### src/design/swmf_pkg.sv
// types and constants shared by the sliding window mean filter
// no dependencies
`default_nettype none
package swmf_pkg;

   localparam int WsW   = 4;
   localparam int ImwW  = 11;
   localparam int ImhW  = 13;
   localparam int HalfW = 3;
   localparam int SumW  = 16;
   localparam int CntW  = 8;
   localparam int PixW  = 8;
   localparam int RowW  = 12;
   localparam int ColW  = 10;
   localparam int CsrW  = 13;

   typedef enum logic [1:0] {
      CSR_WINDOW_SIZE  = 2'd0,
      CSR_IMAGE_WIDTH  = 2'd1,
      CSR_IMAGE_HEIGHT = 2'd2,
      CSR_SPARE        = 2'd3
   } csr_index_type;

   typedef enum logic {
      OP_PUSH  = 1'b0,
      OP_DRAIN = 1'b1
   } opcode_type;

   typedef enum logic [2:0] {
      ST_IDLE,
      ST_SUM,
      ST_FIN,
      ST_DIV,
      ST_OUT
   } state_type;

endpackage
`default_nettype wire

### src/design/swmf_div.sv
// bit-serial restoring divider, one quotient bit per cycle
// depends on swmf_pkg
`default_nettype none
module swmf_div
   import swmf_pkg::*;
(
   input  wire logic            clock,
   input  wire logic            reset,
   input  wire logic            start,
   input  wire logic [SumW-1:0] dividend,
   input  wire logic [CntW-1:0] divisor,
   output logic                 done,
   output logic [PixW-1:0]      quotient
);

   logic                       busy_ff, busy_in;
   logic                       done_ff, done_in;
   logic [$clog2(SumW)-1:0]    step_ff, step_in;
   logic [CntW-1:0]            rem_ff, rem_in;
   logic [SumW-1:0]            quo_ff, quo_in;
   logic [CntW-1:0]            dsr_ff, dsr_in;
   logic [CntW:0]              rem_sh;

   always_comb begin
      busy_in = busy_ff;
      done_in = 1'b0;
      step_in = step_ff;
      rem_in  = rem_ff;
      quo_in  = quo_ff;
      dsr_in  = dsr_ff;
      rem_sh  = {rem_ff, quo_ff[SumW-1]};
      if (start) begin
         busy_in = 1'b1;
         step_in = '0;
         rem_in  = '0;
         quo_in  = dividend;
         dsr_in  = divisor;
      end else if (busy_ff) begin
         if (rem_sh >= {1'b0, dsr_ff}) begin
            rem_in = CntW'(rem_sh - {1'b0, dsr_ff});
            quo_in = {quo_ff[SumW-2:0], 1'b1};
         end else begin
            rem_in = rem_sh[CntW-1:0];
            quo_in = {quo_ff[SumW-2:0], 1'b0};
         end
         step_in = step_ff + 1'b1;
         if (step_ff == ($clog2(SumW))'(SumW - 1)) begin
            busy_in = 1'b0;
            done_in = 1'b1;
         end
      end
   end

   always_ff @(posedge clock) begin
      if (reset) begin
         busy_ff <= 1'b0;
         done_ff <= 1'b0;
      end else begin
         busy_ff <= busy_in;
         done_ff <= done_in;
      end
      step_ff <= step_in;
      rem_ff  <= rem_in;
      quo_ff  <= quo_in;
      dsr_ff  <= dsr_in;
   end

   assign done     = done_ff;
   assign quotient = quo_ff[PixW-1:0];

endmodule
`default_nettype wire

### config.mk
export PLATFORM = sky130hd
export DESIGN_NAME = swmf_div
export DESIGN_NICKNAME = d
export VERILOG_FILES = /design/src/design/swmf_pkg.sv /design/src/design/swmf_div.sv
export SDC_FILE = /design/constraint.sdc
export NUM_CORES = 1
export LEC_CHECK = 0
export BUFFER_PORTS_ARGS = -buffer_cell sky130_fd_sc_hd__buf_2
export CAP_MARGIN = 20
export CORE_MARGIN = 2
export CORE_UTILIZATION = 60
export CTS_BUF_LIST = sky130_fd_sc_hd__clkbuf_8
export CTS_CLUSTER_SIZE = 14
export DETAILED_ROUTE_END_ITERATION = 7
export PLACE_DENSITY = 0.9
export SETUP_SLACK_MARGIN = 0.02
export SLEW_MARGIN = 15
export SYNTH_ARGS = -nofsm -noshare
export SYNTH_HDL_FRONTEND = slang
export SYNTH_SLANG_ARGS = --single-unit
### constraint.sdc
create_clock -name clock -period 6.43 [get_ports clock]
set_clock_uncertainty 0.2 [all_clocks]
set_input_delay 0.9645 -clock clock [delete_from_list [all_inputs] [get_ports clock]]
set_output_delay 0.9645 -clock clock [all_outputs]
set_load 0.01 [all_outputs]
# Yosys cells after proc, flatten, opt, wreduce, memory -nomap -nowiden
# Cells that the tools add are included.
# op_classes
n_addsub	2
magnitude_cmp	1
eq_ne	1
n_mux	8
n_bitwise	1
n_reduce_logical	2
# op_table
op	count
2-to-1 mux 16 bit	2
greater-or-equal comparator 9 x 8 -> 1 bit	1
2-to-1 mux 8 bit	1
subtractor 8 bit	1
2-to-1 mux 1 bit	5
adder 4 x 1 -> 4 bit (second input constant)	1
equality test 4 bit (second input constant)	1
OR reduction 3 bit	1
nonzero test 2 bit	1
inverter 1 bit	1
# word_totals
ff_bits	38
inputBits	27
out_inout_bits	9
wordCells	21

# Depth between registers and ports, before layout
# logic_depth
ltp_word	4
depth_mapped	8
mapped_depth_nobuf	8

# Least setup slack after synthesis
# OpenSTA, ideal clock, no wires.
# synth_timing
path_type	flip-flop to flip-flop
startpoint	reg quo_ff[15]
endpoint	reg rem_ff[6]
setup_time_ps	91
t_arrival_ps	1921
t_required_ps	6139
slack_ps	4219
stages_incl_launch_ff	9
n_path_buf	0
synth_period_minus_slack_ps	2211
cell_sequence	edfxtp_1 > inv_1 > ha_1 > fa_1 > nand2b_1 > a2111oi_0 > a311oi_1 > a21o_1 > a311oi_1
# synth_between
elab_chain_cells	2
elab_cells_between_ends	3
# synth_rtl
item	line_no	rtl
start: declaration	swmf_div.sv:20	logic [SumW-1:0] quo_ff, quo_in;
start signal: assignment	swmf_div.sv:64	quo_ff <= quo_in;
subtractor 8 bit / greater-or-equal comparator 9 x 8 -> 1 bit (equally long branches)	swmf_div.sv:40, swmf_div.sv:39	
2-to-1 mux 8 bit *	swmf_div.sv:39	if (rem_sh >= {1'b0, dsr_ff}) begin
end signal: assignment	swmf_div.sv:63	rem_ff <= rem_in;
end: declaration	swmf_div.sv:19	logic [CntW-1:0] rem_ff, rem_in;
# Mark *: on every way between the ends. The rest lies on a longest branch, timed or not.
# A chain may end at the register's enable or synchronous reset.

==> impl_metrics.csv <==
group,metric,value,unit
status,run_status,"finished clean",
pwr,powerDensity,257,nW/um2
cts,htreeDepth,2,
die,pin_count,36,
cells_and_area,instances_no_fill,255,
placed_design,dp_hpwl,2.66,mm
placed_design,dp_cells,247,
global_routing,grt_usage,23.5,%
cts,cts_buffers,5,
cts,cts_tree,"yes",
sta,hold_viol,0,
worst_setup_path,cp_max_fo,42,
die,die_width,61.8,um
global_routing,grt_first_pass_wirelength,6.34,mm
cts,cts_num_sinks,38,
pwr,cellLeakagePower,0.889,nW
cells_and_area,insertedDiodeCount,0,
worst_setup_path,rrSetupSlack,3.97,ns
die,core_area,3130,um2
die,die-height,61.8,um
detailed_routing,vias,1458,
logic_synthesis,synth_warnings,0,
worst_setup_path,required,6.41,ns
sta,max_freq,0.406,GHz
detailed_routing,detail-route-antenna-nets,0,
run,max_cap_violations,0,
cts,max-clock-path-buffers,2,
cts,postCtsSetupBuffers,0,
global_routing,antenna_found_initial,0,
cells_and_area,nets,247,
placed_design,port_buffers,35,
min_path,hp-class,"flop to flop",
sta,slew_headroom,47.3,%
pwr,peakVddDrop,0.191,mV
detailed_routing,wl_per_cell,14.6,um
sta,hold_ws,0.312,ns
worst_setup_path,reg2reg_to,"rem_ff[6]",
cts,cts_hold_buf,0,
sta,maxSlewViolCount,0,
cells_and_area,final_common_cell,"buf_2",
detailed_routing,route.detailed.drc,0,
logic_synthesis,synth_edf_count,24,
sta,setup_tns,0,ns
sta,worst_pin_slew,0.790,ns
logic_synthesis,async_reset_ff_share,0,%
sta,final_min_period_over_clock_period,38.3,%
logic_synthesis,ys_seq_area_share,49.9,%
sta,rsz0062_at_grt,"false",
worst_setup_path,startpoint_type,"input port",
detailed_routing,drtPass1Iterations,4,
detailed_routing,drt_iter0_drc,80,
global_routing,first_global_vias,1367,
placed_design,globalplace.congestion,0.903,
logic_synthesis,synth_top_flop_cell,"edfxtp_1",
logic_synthesis,synth_area,2000,um2
placed_design,dp_slack,3.66,ns
die,die_area,3820,um2
detailed_routing,vias_per_cell,5.72,
logic_synthesis,syn-num-nets,219,
cts,worstSkewPairLatency,0.29,ns
logic_synthesis,ys_types,41,
cells_and_area,n_fill_cell,232,
min_path,hold_start,"rem_ff[6]",
logic_synthesis,synthCells,182,
worst_setup_path,arrival,2.45,ns
die,start_util,64.1,%
worst_setup_path,timing.rr.start,"quo_ff[15]",
cells_and_area,syn_to_final_growth,11.4,%
sta,layout_min_cycle_time,2.47,ns
cts,clkTransAtPathRegs,0.07,ns
die,rows,20,
logic_synthesis,ys_seq_elements,38,
global_routing,gr-total-overflow,0,
sta,setup_slack,3.96,ns
cells_and_area,drive_gt1_share,29.4,%
worst_setup_path,end_kind,"flop",
detailed_routing,totalWireLength,3.72,mm
worst_setup_path,reg2reg_depth,8,
worst_setup_path,path_class,"input port to flop",
min_path,min_delay_worst_endpoint,"rem_ff[6]",
logic_synthesis,syn-mean-instance-area,11.0,um2
cts,ctsResizeCount,0,
global_routing,grt_max_degree,43,
cts,clockRootBuffer,"clkbuf_8",
sta,setup_viol,0,
cells_and_area,layout_common_cells,"buf_2, edfxtp_1, nor2_1",
min_path,min_path_cells,2,
registers in the layout, indices dropped and copies added, names as in the netlist:
signal and flops:
busy_ff 1, quo_ff 16, rem_ff 8, dsr_ff 8
done 1, step_ff 4
metal layers:
metal | vias to the layer above | part of all wire [%] | GRT usage, %
met3 | 13 | 7.1 | 6.83
met4 | 0 | 2.4 | 10.9
li1 | 711 | - | -
met2 | 68 | 45 | 33.4
met1 | 666 | 45 | 33.5
met5 | - | 0 | 0
worst max-delay path by stage:
stage / depth (start not counted) / endpoint / slack [ns] / startpoint
final: 4 / rem_ff[3] / 3.96 / start
after global routing: 8 / rem_ff[6] / 3.78 / quo_ff[15]
after CTS: 8 / rem_ff[6] / 3.96 / quo_ff[15]
after detailed placement: 4 / rem_ff[3] / 3.66 / start
after global placement: 4 / rem_ff[3] / 3.73 / start
after floorplan: 8 / rem_ff[6] / 4.22 / quo_ff[15]
stage by stage:
stage               utilization, %  cell area (um2)  total power, mW
floorplan                        -             2000            0.393
global route                  71.4             2230            0.603
finish                        71.4             2230            0.573
CTS                           71.4             2230            0.573
detailed placement            68.8             2150            0.422
global placement              68.8             2150            0.418
kinds of logic after synthesis:
family / count (synthesis) / share of synthesized area (%)
XOR/XNOR: 7 / 3.06
buffers and inverters: 28 / 6.74
adder cells (fa/ha/maj): 10 / 6.62
AO/OA/AOI/OAI: 34 / 12.8
AND/OR/NAND/NOR: 49 / 11.9
flip-flops: 38 / 49.9
multiplexers: 16 / 8.93
power breakdown:
group / internal, mW / leakage (nW) / switching [mW] / total, mW
sequential: 0.285 / 0.354 / 0.0141 / 0.299
clock: 0.0729 / 0.0468 / 0.0809 / 0.154
combinational: 0.0540 / 0.488 / 0.0663 / 0.120
cell usage after synthesis (3+ instances only):
cell / instances / area (um2)
nand2_1: 8 / 30.0
mux2_2: 15 / 169
dfxtp_1: 14 / 280
nor2_1: 18 / 67.6
xnor2_1: 4 / 35.0
a21oi_1: 5 / 25.0
a21o_1: 3 / 22.5
xor2_1: 3 / 26.3
buf_4: 8 / 60.1
nand3_1: 6 / 30.0
o21ai_0: 4 / 20.0
a311oi_1: 5 / 43.8
ha_1: 9 / 113
inv_1: 14 / 52.6
nand2b_1: 5 / 31.3
clkbuf_1: 4 / 15.0
edfxtp_1: 24 / 721
final cells by class:
type	instances	area [um2]	area share (%)
Sequential cell	38	1000	44.8
Inverter	14	52.6	2.35
Clock inverter	3	12.5	0.560
Multi-Input combinational cell	116	868	38.9
Tap cell	44	55.1	2.46
Timing Repair Buffer	35	175	7.84
Clock buffer	5	68.8	3.08
critical path: stages:
cell     delay [ns]
buf_2          0.60
or2_2          0.50
nor2_1         0.09
a311o_1        0.27
Power figures use the tool's default switching activity.
